### config.mk
export PLATFORM = sky130hd
export DESIGN_NAME = baseline_averaging_level_quantizer_unit
export DESIGN_NICKNAME = d
export VERILOG_FILES = /design/src/rtl/blaq_pkg.sv /design/src/rtl/blaq_front.sv /design/src/rtl/blaq_back.sv /design/src/rtl/blaq_out_fifo.sv /design/src/rtl/baseline_averaging_level_quantizer_unit.sv
export SDC_FILE = /design/constraint.sdc
export NUM_CORES = 2
export LEC_CHECK = 0
export CAP_MARGIN = 20
export CORE_MARGIN = 4
export CORE_UTILIZATION = 59
export CTS_CLUSTER_DIAMETER = 100
export DETAILED_ROUTE_END_ITERATION = 10
export DONT_BUFFER_PORTS = 1
export GPL_ROUTABILITY_DRIVEN = 0
export GPL_TIMING_DRIVEN = 0
export PLACE_DENSITY = 0.78
export SLEW_MARGIN = 40
export SYNTH_ARGS = -nofsm -noshare
export SYNTH_HDL_FRONTEND = slang
export SYNTH_SLANG_ARGS = --single-unit
export TNS_END_PERCENT = 50
### constraint.sdc
create_clock -name clock -period 6.2 [get_ports clock]
set_input_delay 0.31 -clock clock [delete_from_list [all_inputs] [get_ports clock]]
set_output_delay 0.31 -clock clock [all_outputs]
set_load 0.02 [all_outputs]
### src/rtl/blaq_pkg.sv
// Shared types, constants and the full-scale table of the baseline averaging level quantizer.
package blaq_pkg;

   localparam int CHANNELS    = 16;
   localparam int SAMPLE_BITS = 10;
   localparam int CH_BITS     = 4;
   localparam int CH_IDX_W    = (CHANNELS > 1) ? $clog2(CHANNELS) : 1;
   localparam int AVG_BITS    = 10;
   localparam int LEVEL_BITS  = 3;
   localparam int PCT_BITS    = 7;
   localparam int FS_BITS     = 8;
   localparam int CSR_IDX_W   = 2;
   localparam int LEVEL_REGS  = 4;

   localparam int MEASURE_LEN = 10;
   localparam int CALIB_LEN   = 100;
   localparam int MCNT_W      = 4;
   localparam int CCNT_W      = 7;
   localparam int MSUM_W      = SAMPLE_BITS + 4;
   localparam int CSUM_W      = SAMPLE_BITS + 7;
   localparam int D_W         = SAMPLE_BITS + 9;
   localparam int THR_W       = PCT_BITS + FS_BITS;

   localparam int M_SHIFT     = 19;
   localparam int M_RECIP     = (1 << M_SHIFT) / MEASURE_LEN + 1;
   localparam int C_SHIFT     = 25;
   localparam int C_RECIP     = (1 << C_SHIFT) / CALIB_LEN + 1;
   localparam int RECIP_W     = $clog2(C_RECIP + 1);
   localparam int PROD_W      = CSUM_W + RECIP_W;

   localparam int MID_DEPTH   = 4;
   localparam int MID_PTR_W   = $clog2(MID_DEPTH);
   localparam int MID_CNT_W   = MID_PTR_W + 1;
   localparam int OUT_DEPTH   = 4;
   localparam int OUT_PTR_W   = $clog2(OUT_DEPTH);
   localparam int OUT_CNT_W   = OUT_PTR_W + 1;

   localparam logic [PCT_BITS-1:0] LEVEL_ONE_RESET   = PCT_BITS'(35);
   localparam logic [PCT_BITS-1:0] LEVEL_TWO_RESET   = PCT_BITS'(50);
   localparam logic [PCT_BITS-1:0] LEVEL_THREE_RESET = PCT_BITS'(65);
   localparam logic [PCT_BITS-1:0] LEVEL_FOUR_RESET  = PCT_BITS'(80);

   typedef enum logic [CSR_IDX_W-1:0] {
      CSR_LEVEL_ONE   = 2'd0,
      CSR_LEVEL_TWO   = 2'd1,
      CSR_LEVEL_THREE = 2'd2,
      CSR_LEVEL_FOUR  = 2'd3
   } csr_index_type;

   localparam logic [LEVEL_BITS-1:0] LEVEL_ZERO  = 3'd0;
   localparam logic [LEVEL_BITS-1:0] LEVEL_ONE   = 3'd1;
   localparam logic [LEVEL_BITS-1:0] LEVEL_TWO   = 3'd2;
   localparam logic [LEVEL_BITS-1:0] LEVEL_THREE = 3'd3;
   localparam logic [LEVEL_BITS-1:0] LEVEL_FOUR  = 3'd4;

   localparam logic ACTION_MEASURE = 1'b0;
   localparam logic ACTION_CALIB   = 1'b1;

   typedef struct packed {
      logic                   action;
      logic [CH_BITS-1:0]     channel;
      logic [SAMPLE_BITS-1:0] sample;
   } req_item_type;

   typedef struct packed {
      logic [CH_BITS-1:0]    out_channel;
      logic [AVG_BITS-1:0]   average_reading;
      logic [LEVEL_BITS-1:0] level;
      logic                  from_calibration;
   } rsp_item_type;

   typedef struct packed {
      logic         valid;
      req_item_type item;
   } head_type;

   typedef logic [LEVEL_REGS-1:0][PCT_BITS-1:0] thresholds_type;

   function automatic logic [FS_BITS-1:0] full_scale(input logic [CH_BITS-1:0] ch);
      logic [FS_BITS-1:0] fs;
      case (ch)
         4'd0: fs = 8'd36;
         4'd1: fs = 8'd15;
         4'd2: fs = 8'd15;
         4'd8: fs = 8'd200;
         4'd9: fs = 8'd206;
         default: fs = 8'd1;
      endcase
      return fs;
   endfunction

endpackage

### src/rtl/blaq_front.sv
// Input side: accepts items, drops those for absent channels, and queues them for the back end.
module blaq_front (
   input  logic                  clock,
   input  logic                  reset,
   input  logic                  push,
   output logic                  full,
   input  blaq_pkg::req_item_type req_item,
   output blaq_pkg::head_type     head,
   input  logic                  take
);

   blaq_pkg::req_item_type            mem_ff [blaq_pkg::MID_DEPTH];
   logic [blaq_pkg::MID_PTR_W-1:0]    wr_ptr_ff, wr_ptr_in;
   logic [blaq_pkg::MID_PTR_W-1:0]    rd_ptr_ff, rd_ptr_in;
   logic [blaq_pkg::MID_CNT_W-1:0]    count_ff, count_in;
   logic                              in_range;
   logic                              write;
   logic                              read;

   assign full     = (count_ff == blaq_pkg::MID_CNT_W'(blaq_pkg::MID_DEPTH));
   assign in_range = ({1'b0, req_item.channel} < (blaq_pkg::CH_BITS + 1)'(blaq_pkg::CHANNELS));
   assign write    = push && !full && in_range;
   assign read     = take && (count_ff != '0);

   always_comb begin
      wr_ptr_in = write ? wr_ptr_ff + 1'b1 : wr_ptr_ff;
      rd_ptr_in = read ? rd_ptr_ff + 1'b1 : rd_ptr_ff;
      count_in  = count_ff + blaq_pkg::MID_CNT_W'(write) - blaq_pkg::MID_CNT_W'(read);
   end

   always_ff @(posedge clock) begin
      if (reset) begin
         wr_ptr_ff <= '0;
         rd_ptr_ff <= '0;
         count_ff  <= '0;
      end else begin
         wr_ptr_ff <= wr_ptr_in;
         rd_ptr_ff <= rd_ptr_in;
         count_ff  <= count_in;
      end
   end

   always_ff @(posedge clock) begin
      if (write) begin
         mem_ff[wr_ptr_ff] <= req_item;
      end
   end

   assign head.valid = (count_ff != '0);
   assign head.item  = mem_ff[rd_ptr_ff];

endmodule

### src/rtl/blaq_back.sv
// Back end: per-channel window accumulation, then averaging and level grading in two stages.
module blaq_back (
   input  logic                                clock,
   input  logic                                reset,
   input  blaq_pkg::head_type                   head,
   output logic                                take,
   input  blaq_pkg::thresholds_type             thresholds,
   input  logic [blaq_pkg::OUT_CNT_W-1:0]       out_count,
   output logic                                rsp_write,
   output blaq_pkg::rsp_item_type               rsp_data
);

   logic [blaq_pkg::MSUM_W-1:0]    msum_ff [blaq_pkg::CHANNELS];
   logic [blaq_pkg::MCNT_W-1:0]    mcnt_ff [blaq_pkg::CHANNELS];
   logic [blaq_pkg::CSUM_W-1:0]    cacc_ff [blaq_pkg::CHANNELS];
   logic [blaq_pkg::CCNT_W-1:0]    ccnt_ff [blaq_pkg::CHANNELS];
   logic [blaq_pkg::CSUM_W-1:0]    base_ff [blaq_pkg::CHANNELS];

   logic [blaq_pkg::CH_IDX_W-1:0]  idx;
   logic [blaq_pkg::OUT_CNT_W:0]   used;
   logic [blaq_pkg::MSUM_W-1:0]    msum_in;
   logic [blaq_pkg::MCNT_W-1:0]    mcnt_in;
   logic [blaq_pkg::CSUM_W-1:0]    cacc_in;
   logic [blaq_pkg::CCNT_W-1:0]    ccnt_in;
   logic                           m_done;
   logic                           c_done;
   logic                           is_cal;

   logic                           a_valid_ff, a_valid_in;
   logic                           a_cal_ff;
   logic [blaq_pkg::CH_BITS-1:0]   a_ch_ff;
   logic [blaq_pkg::CSUM_W-1:0]    a_sum_ff, a_sum_in;
   logic [blaq_pkg::CSUM_W-1:0]    a_base_ff;
   logic [blaq_pkg::FS_BITS-1:0]   a_fs_ff;

   logic                           b_valid_ff;
   logic                           b_cal_ff;
   logic [blaq_pkg::CH_BITS-1:0]   b_ch_ff;
   logic [blaq_pkg::PROD_W-1:0]    b_prod_ff, b_prod_in;
   logic signed [blaq_pkg::D_W-1:0] b_d_ff, b_d_in;
   logic [blaq_pkg::LEVEL_REGS-1:0][blaq_pkg::THR_W-1:0] b_thr_ff, b_thr_in;

   logic [blaq_pkg::D_W-1:0]       ten_sum;
   logic [blaq_pkg::LEVEL_REGS-1:0] ge;
   logic [blaq_pkg::PROD_W-1:0]    avg_full;
   logic [blaq_pkg::LEVEL_BITS-1:0] level;

   assign idx    = head.item.channel[blaq_pkg::CH_IDX_W-1:0];
   assign is_cal = (head.item.action == blaq_pkg::ACTION_CALIB);

   always_comb begin
      used = {1'b0, out_count} + (blaq_pkg::OUT_CNT_W + 1)'(a_valid_ff)
           + (blaq_pkg::OUT_CNT_W + 1)'(b_valid_ff);
      take = head.valid && (used < (blaq_pkg::OUT_CNT_W + 1)'(blaq_pkg::OUT_DEPTH));
      msum_in = msum_ff[idx] + blaq_pkg::MSUM_W'(head.item.sample);
      mcnt_in = mcnt_ff[idx] + 1'b1;
      m_done  = (mcnt_in == blaq_pkg::MCNT_W'(blaq_pkg::MEASURE_LEN));
      cacc_in = cacc_ff[idx] + blaq_pkg::CSUM_W'(head.item.sample);
      ccnt_in = ccnt_ff[idx] + 1'b1;
      c_done  = (ccnt_in == blaq_pkg::CCNT_W'(blaq_pkg::CALIB_LEN));
      a_valid_in = take && (is_cal ? c_done : m_done);
      a_sum_in   = is_cal ? cacc_in : blaq_pkg::CSUM_W'(msum_in);
   end

   always_ff @(posedge clock) begin
      if (reset) begin
         for (int i = 0; i < blaq_pkg::CHANNELS; i++) begin
            msum_ff[i] <= '0;
            mcnt_ff[i] <= '0;
            cacc_ff[i] <= '0;
            ccnt_ff[i] <= '0;
            base_ff[i] <= '0;
         end
      end else if (take) begin
         if (is_cal) begin
            cacc_ff[idx] <= c_done ? '0 : cacc_in;
            ccnt_ff[idx] <= c_done ? '0 : ccnt_in;
            if (c_done) begin
               base_ff[idx] <= cacc_in;
            end
         end else begin
            msum_ff[idx] <= m_done ? '0 : msum_in;
            mcnt_ff[idx] <= m_done ? '0 : mcnt_in;
         end
      end
   end

   always_comb begin
      ten_sum = (blaq_pkg::D_W'(a_sum_ff) << 3) + (blaq_pkg::D_W'(a_sum_ff) << 1);
      b_d_in  = $signed(ten_sum) - $signed(blaq_pkg::D_W'(a_base_ff));
      b_prod_in = blaq_pkg::PROD_W'(a_sum_ff) * (a_cal_ff
                ? blaq_pkg::PROD_W'(blaq_pkg::C_RECIP) : blaq_pkg::PROD_W'(blaq_pkg::M_RECIP));
      for (int i = 0; i < blaq_pkg::LEVEL_REGS; i++) begin
         b_thr_in[i] = blaq_pkg::THR_W'(thresholds[i]) * blaq_pkg::THR_W'(a_fs_ff);
      end
   end

   always_ff @(posedge clock) begin
      if (reset) begin
         a_valid_ff <= 1'b0;
         b_valid_ff <= 1'b0;
      end else begin
         a_valid_ff <= a_valid_in;
         b_valid_ff <= a_valid_ff;
      end
   end

   always_ff @(posedge clock) begin
      if (a_valid_in) begin
         a_cal_ff  <= is_cal;
         a_ch_ff   <= head.item.channel;
         a_sum_ff  <= a_sum_in;
         a_base_ff <= base_ff[idx];
         a_fs_ff   <= blaq_pkg::full_scale(head.item.channel);
      end
      if (a_valid_ff) begin
         b_cal_ff  <= a_cal_ff;
         b_ch_ff   <= a_ch_ff;
         b_prod_ff <= b_prod_in;
         b_d_ff    <= b_d_in;
         b_thr_ff  <= b_thr_in;
      end
   end

   always_comb begin
      for (int i = 0; i < blaq_pkg::LEVEL_REGS; i++) begin
         ge[i] = (b_d_ff >= $signed(blaq_pkg::D_W'(b_thr_ff[i])));
      end
      if (b_cal_ff || !ge[0]) begin
         level = blaq_pkg::LEVEL_ZERO;
      end else if (!ge[1]) begin
         level = blaq_pkg::LEVEL_ONE;
      end else if (!ge[2]) begin
         level = blaq_pkg::LEVEL_TWO;
      end else if (!ge[3]) begin
         level = blaq_pkg::LEVEL_THREE;
      end else begin
         level = blaq_pkg::LEVEL_FOUR;
      end
      avg_full = b_cal_ff ? (b_prod_ff >> blaq_pkg::C_SHIFT) : (b_prod_ff >> blaq_pkg::M_SHIFT);
      rsp_write                 = b_valid_ff;
      rsp_data.out_channel      = b_ch_ff;
      rsp_data.average_reading  = avg_full[blaq_pkg::AVG_BITS-1:0];
      rsp_data.level            = level;
      rsp_data.from_calibration = b_cal_ff;
   end

endmodule

### src/rtl/blaq_out_fifo.sv
// Result queue that holds finished items until the receiver pops them.
module blaq_out_fifo (
   input  logic                           clock,
   input  logic                           reset,
   input  logic                           rsp_write,
   input  blaq_pkg::rsp_item_type          rsp_data,
   output logic [blaq_pkg::OUT_CNT_W-1:0] out_count,
   output logic                           empty,
   input  logic                           pop,
   output blaq_pkg::rsp_item_type          rsp_item
);

   blaq_pkg::rsp_item_type            mem_ff [blaq_pkg::OUT_DEPTH];
   logic [blaq_pkg::OUT_PTR_W-1:0]    wr_ptr_ff, wr_ptr_in;
   logic [blaq_pkg::OUT_PTR_W-1:0]    rd_ptr_ff, rd_ptr_in;
   logic [blaq_pkg::OUT_CNT_W-1:0]    count_ff, count_in;
   logic                              read;

   assign empty = (count_ff == '0);
   assign read  = pop && !empty;

   always_comb begin
      wr_ptr_in = rsp_write ? wr_ptr_ff + 1'b1 : wr_ptr_ff;
      rd_ptr_in = read ? rd_ptr_ff + 1'b1 : rd_ptr_ff;
      count_in  = count_ff + blaq_pkg::OUT_CNT_W'(rsp_write) - blaq_pkg::OUT_CNT_W'(read);
   end

   always_ff @(posedge clock) begin
      if (reset) begin
         wr_ptr_ff <= '0;
         rd_ptr_ff <= '0;
         count_ff  <= '0;
      end else begin
         wr_ptr_ff <= wr_ptr_in;
         rd_ptr_ff <= rd_ptr_in;
         count_ff  <= count_in;
      end
   end

   always_ff @(posedge clock) begin
      if (rsp_write) begin
         mem_ff[wr_ptr_ff] <= rsp_data;
      end
   end

   assign out_count = count_ff;
   assign rsp_item  = mem_ff[rd_ptr_ff];

endmodule

### src/rtl/baseline_averaging_level_quantizer_unit.sv
// Top level of the baseline averaging level quantizer with its threshold registers.
// Usage: items (action, channel, sample) enter through push/full; an item is taken
// at a clock edge with push high and full low. Measure items fill a ten-sample
// window per channel, calibration items a hundred-sample window. Each completed
// window yields one result item (channel, average, level, calibration flag);
// other items yield nothing. Results leave through empty/pop, oldest first.
// Throughput is one item per cycle while the result queue has room: the per-channel
// accumulators are updated in the cycle an item leaves the input queue, and averaging
// plus level grading run in a two-stage pipeline behind it. A window's last item
// passes the input queue, stage a, stage b and the result queue before empty falls.
// When the receiver stalls, results collect in a four-entry result queue; the back
// end stops draining the four-entry input queue once results in flight would not
// fit, and full rises when that queue fills.
// Synchronous reset clears all sums, counts and baselines, empties both queues and
// loads the threshold registers with 35, 50, 65 and 80 percent. Threshold writes
// through csr_we/csr_index/csr_wdata take effect at once and belong in idle time.
module baseline_averaging_level_quantizer_unit (
   input  logic                                clock,
   input  logic                                reset,
   input  logic                                push,
   output logic                                full,
   input  blaq_pkg::req_item_type               req_item,
   output logic                                empty,
   input  logic                                pop,
   output blaq_pkg::rsp_item_type               rsp_item,
   input  logic                                csr_we,
   input  logic [blaq_pkg::CSR_IDX_W-1:0]      csr_index,
   input  logic [blaq_pkg::PCT_BITS-1:0]       csr_wdata
);

   blaq_pkg::thresholds_type          thr_ff;
   blaq_pkg::head_type                head;
   logic                              take;
   logic [blaq_pkg::OUT_CNT_W-1:0]    out_count;
   logic                              rsp_write;
   blaq_pkg::rsp_item_type            rsp_data;

   always_ff @(posedge clock) begin
      if (reset) begin
         thr_ff[0] <= blaq_pkg::LEVEL_ONE_RESET;
         thr_ff[1] <= blaq_pkg::LEVEL_TWO_RESET;
         thr_ff[2] <= blaq_pkg::LEVEL_THREE_RESET;
         thr_ff[3] <= blaq_pkg::LEVEL_FOUR_RESET;
      end else if (csr_we) begin
         case (csr_index)
            blaq_pkg::CSR_LEVEL_ONE:   thr_ff[0] <= csr_wdata;
            blaq_pkg::CSR_LEVEL_TWO:   thr_ff[1] <= csr_wdata;
            blaq_pkg::CSR_LEVEL_THREE: thr_ff[2] <= csr_wdata;
            blaq_pkg::CSR_LEVEL_FOUR:  thr_ff[3] <= csr_wdata;
            default: thr_ff <= thr_ff;
         endcase
      end
   end

   blaq_front u_front (
      .clock    (clock),
      .reset    (reset),
      .push     (push),
      .full     (full),
      .req_item (req_item),
      .head     (head),
      .take     (take)
   );

   blaq_back u_back (
      .clock      (clock),
      .reset      (reset),
      .head       (head),
      .take       (take),
      .thresholds (thr_ff),
      .out_count  (out_count),
      .rsp_write  (rsp_write),
      .rsp_data   (rsp_data)
   );

   blaq_out_fifo u_out_fifo (
      .clock     (clock),
      .reset     (reset),
      .rsp_write (rsp_write),
      .rsp_data  (rsp_data),
      .out_count (out_count),
      .empty     (empty),
      .pop       (pop),
      .rsp_item  (rsp_item)
   );

endmodule

==> flow_summary_export.csv <==
group,metric,value,unit
drt,dr.pass1.iters,11,
flow_run,cap_violations,0,
setup_path,end_kind,"flop",
cells_and_area,stdcell_area,0.07965,mm2
yosys,synth_top_area_frac,0.5196,
cells_and_area,multiInputGateArea,0.03055,mm2
yosys,synth_cell_type_count,74,
yosys,synth.mux.area_fraction,0.08602,
pwr,pwr-share-clk,0.177,
grt,grt_overflow,0,
setup_path,slowest_delay,550,ps
timing,worstMarginPinSlew,1022,ps
pwr,cellLeakagePower,31.97,nW
die,die-width,353.8,um
timing,rsz0062_at_grt,"yes",
timing,slew_violations,0,
pwr,swShare,0.4558,
yosys,yosysWarnings,0,
timing,hold_violations,0,
worst_hold_path,hold_class,"input port to flop",
cells_and_area,nFillCells,7964,
drt,drt_iter0_markers,7059,
clocking,root_buffer,"clkbuf_16",
cells_and_area,regArea,0.03763,mm2
drt,wl,202.4,mm
clocking,cts.path.max_buffers,3,
yosys,yosysSeqAreaShare,0.5332,
drt,vias_per_cell,6.284,
die,core-area,0.1184,mm2
setup_path,critical_path.cell_chain,"buf_4 > buf_6 > nand2_8 > inv_6 > fa_1 > inv_2 > fa_1 > inv_2 > fa_1 > fa_1 > fa_1 > inv_2 > fa_1 > inv_2 > ha_4 > nand2_2 > a211oi_2 > o21ai_2 > or3b_4 > a21oi_4 > nand4_1 > a21boi_2 > o22ai_2 > xnor2_2",
worst_hold_path,whs_path_depth,4,
die,die_y,353.8,um
pwr,power_density,588.7,mW/mm2
yosys,synthArstFlopShare,0,
setup_path,critical_path.slowest_cell,"fa_1",
yosys,synthTopCellsByArea,"edfxtp_1 (52%), fa_1 (8.0%), ha_1 (7.7%)",
yosys,synth_edf_count,1221,
yosys,yosysTopAreaCell,"edfxtp_1",
setup_path,cp-start-kind,"flop",
clocking,htree_levels,4,
cells_and_area,area_growth,12.87,%
grt,grt_pass1_vias,48150,
die,rows,126,
timing,worst_slack,-391.5,ps
drt,detail-route-antenna-nets,0,
clocking,clock_latency,790,ps
timing,slew_headroom,0.3171,
die,io_pins,49,
timing,finalSetupTns,-4618,ps
setup_path,crit_family,"adder cells",
timing,fmax,0.1517,GHz
pwr,irDropWorstVdd,1021,uV
drt,vias,47750,
pwr,switching_power,21.37,mW
yosys,synth.avg_cell_area,12.49,um2
clocking,cts_buffers,135,
placement,placed_area,0.07306,mm2
outcome,status,"finished, violations left",
placement,io_buffers,0,
pwr,pwr-share-comb,0.592,
clocking,clkTransAtPathRegs,70,ps
yosys,synth_fa_ha_area_frac,0.1563,
setup_path,crit_type,"flop to flop",
die,die-area,0.1252,mm2
pwr,finalPower,46.89,mW
yosys,synth_top_family_by_area,"adder cells",
setup_path,crit_top_cell,"fa_1",
outcome,violations,"setup timing",
timing,finClkSkew,43.58,ps
clocking,cts_sinks,1269,
grt,grt_usage,0.3196,
yosys,synth-simple-area-share,0.1155,
yosys,ys.flop_type,"edfxtp_1",
drt,drc,0,
yosys,synth-compound-area-share,0.04428,
grt,grt_start_max_net_pins,48,
timing,timing.final.crit_share,1.063,
setup_path,cp.required,6710,ps
yosys,ys_top_cells_by_count,"edfxtp_1 (1221), nor2_1 (1061), inv_1 (555), ha_1 (432), nand2_1 (301)",
die,start_util,0.5960,
grt,grt_pass1_wl,296.5,mm
yosys,synth_cells,5649,
clocking,cts_tree,"built",
setup_path,cp_num_cells,24,
setup_path,worst_ep_arrival_time,7100,ps
cells_and_area,drive_gt1_frac,0.1419,
setup_path,timing.critical_path.buf_inv,7,
pwr,p_seq_frac,0.230,
setup_path,rr_worst_depth,24,
yosys,synth_seq_cells,1269,
timing,min_period,6591,ps
grt,antenna_found_initial,7,
yosys,syn_area,0.07056,mm2
cells_and_area,finalNetCount,6628,
yosys,synth_xor_area_frac,0.01564,
yosys,yosysMostFrequentCell,"edfxtp_1",
drt,wl_per_cell,26.64,um
setup_path,cp_max_fo,6,
timing,setup_viol,47,
pwr,p_int,25.51,mW
placement,post-dp-hpwl,138.8,mm
timing,hold_ws,42.90,ps
-- power by group through the flow --
stage,registers [mW],clock network (mW),logic [mW]
finish,10.8,8.32,27.8
CTS,10.8,8.29,24.3
floorplan,10.9,0,15.0
global placement,10.9,0,21.5
detailed placement,11.0,0,22.4
global route,10.8,8.69,29.4
-- per-layer routing --
metal,part of all wire,track usage,vias up
met1,0.34,0.3995,23270
met4,0.070,0.1736,6
li1,-,-,20100
met3,0.14,0.1058,889
met5,0.00092,0.006538,-
met2,0.45,0.4957,3479
-- worst min-delay path, delay by kind of cell --
kind,cells,cell delay [ps]
and+or+nand+nor,2,240
buffers and inverters,1,170
AOI/OAI and AO/OA,1,50
-- layout make-up --
class                      count  share of cell area
sequential                  1269              0.4725
inverter                     558             0.02700
buffer                       276             0.02094
clock inverter                77             0.01260
antenna                        9           0.0002828
timing repair buffer         110             0.01351
multi-input combinational   3536              0.3836
clock buffer                 163             0.04452
tap                         1600             0.02513
-- through the flow --
stage          worst slack [ps]    util  instances
2_1_floorplan             12.11       -       5657
3_3_place_gp              -3190  0.6134       7257
3_5_place_dp              -2779  0.6171       7263
4_1_cts                  -329.7  0.6669       7571
5_1_grt                  -607.5  0.6726       7590
6_report                 -391.5  0.6727       7598
-- placed cells by master (no fill, tap or decap), types with 33 or more instances in the layout --
cell       count
edfxtp_1    1221
nor2_1      1047
inv_1        537
ha_1         426
nand2_1      282
fa_1         273
mux4_2       186
mux2i_1      171
and2_1       150
clkbuf_1     145
clkbuf_16    140
a21oi_1      125
buf_4         83
a211oi_1      81
nor2b_1       76
xnor2_1       76
buf_2         60
nand3_1       53
dfxtp_1       47
a31oi_1       38
nand2b_2      35
clkbuf_2      33
-- path summary, 6_finish.rpt --
| check | from | endpoint | slack [ps] |
|---|---|---|---|
| worst max-delay path | u_back.a_cal_ff | u_back.b_prod_ff[33] | -390 |
| worst min-delay path | csr_index[0] | thr_ff[23] | 40 |
| worst max register to register | u_back.a_cal_ff | u_back.b_prod_ff[33] | -390 |
| worst min register to register | u_back.a_base_ff[0] | u_back.b_d_ff[0] | 460 |
-- sequential cells by signal, indices dropped and copies added (netlist names), 2 cells and up, named ones only --
name                  cells
u_front.rd_ptr_ff         2
u_back.msum_ff          224
u_back.b_ch_ff            4
u_front.mem_ff           60
thr_ff                   28
u_back.a_ch_ff            4
u_back.a_sum_ff          17
u_back.a_fs_ff            6
u_out_fifo.rd_ptr_ff      2
u_front.wr_ptr_ff         2
u_back.a_base_ff         17
u_out_fifo.mem_ff        72
u_back.cacc_ff          272
u_out_fifo.out_count      3
u_back.b_thr_ff          60
u_back.mcnt_ff           64
u_back.base_ff          272
u_back.b_prod_ff         16
u_back.ccnt_ff          112
u_front.count_ff          3
u_back.b_d_ff            19
u_out_fifo.wr_ptr_ff      2
-- repair_timing --
| action | in CTS | in global routing |
|---|---|---|
| endpoints found under the setup margin | 777 | 499 |
| cloned | 3 | 1 |
| gates resized for setup | 174 | 142 |
| hold buffers | 29 | 0 |
| hold endpoints to repair | 93 | 0 |
| setup buffers | 50 | 21 |
| pin swaps | 28 | 48 |
-- cells by family after synthesis --
logic type,count (synthesis)
AND/OR/NAND/NOR,1853
flip-flops,1269
buffers and inverters,852
adder cells (fa/ha/maj),713
AO/OA/AOI/OAI,462
multiplexers,372
XOR/XNOR,126
other,2
No activity file was read; power rests on OpenSTA's default activity.
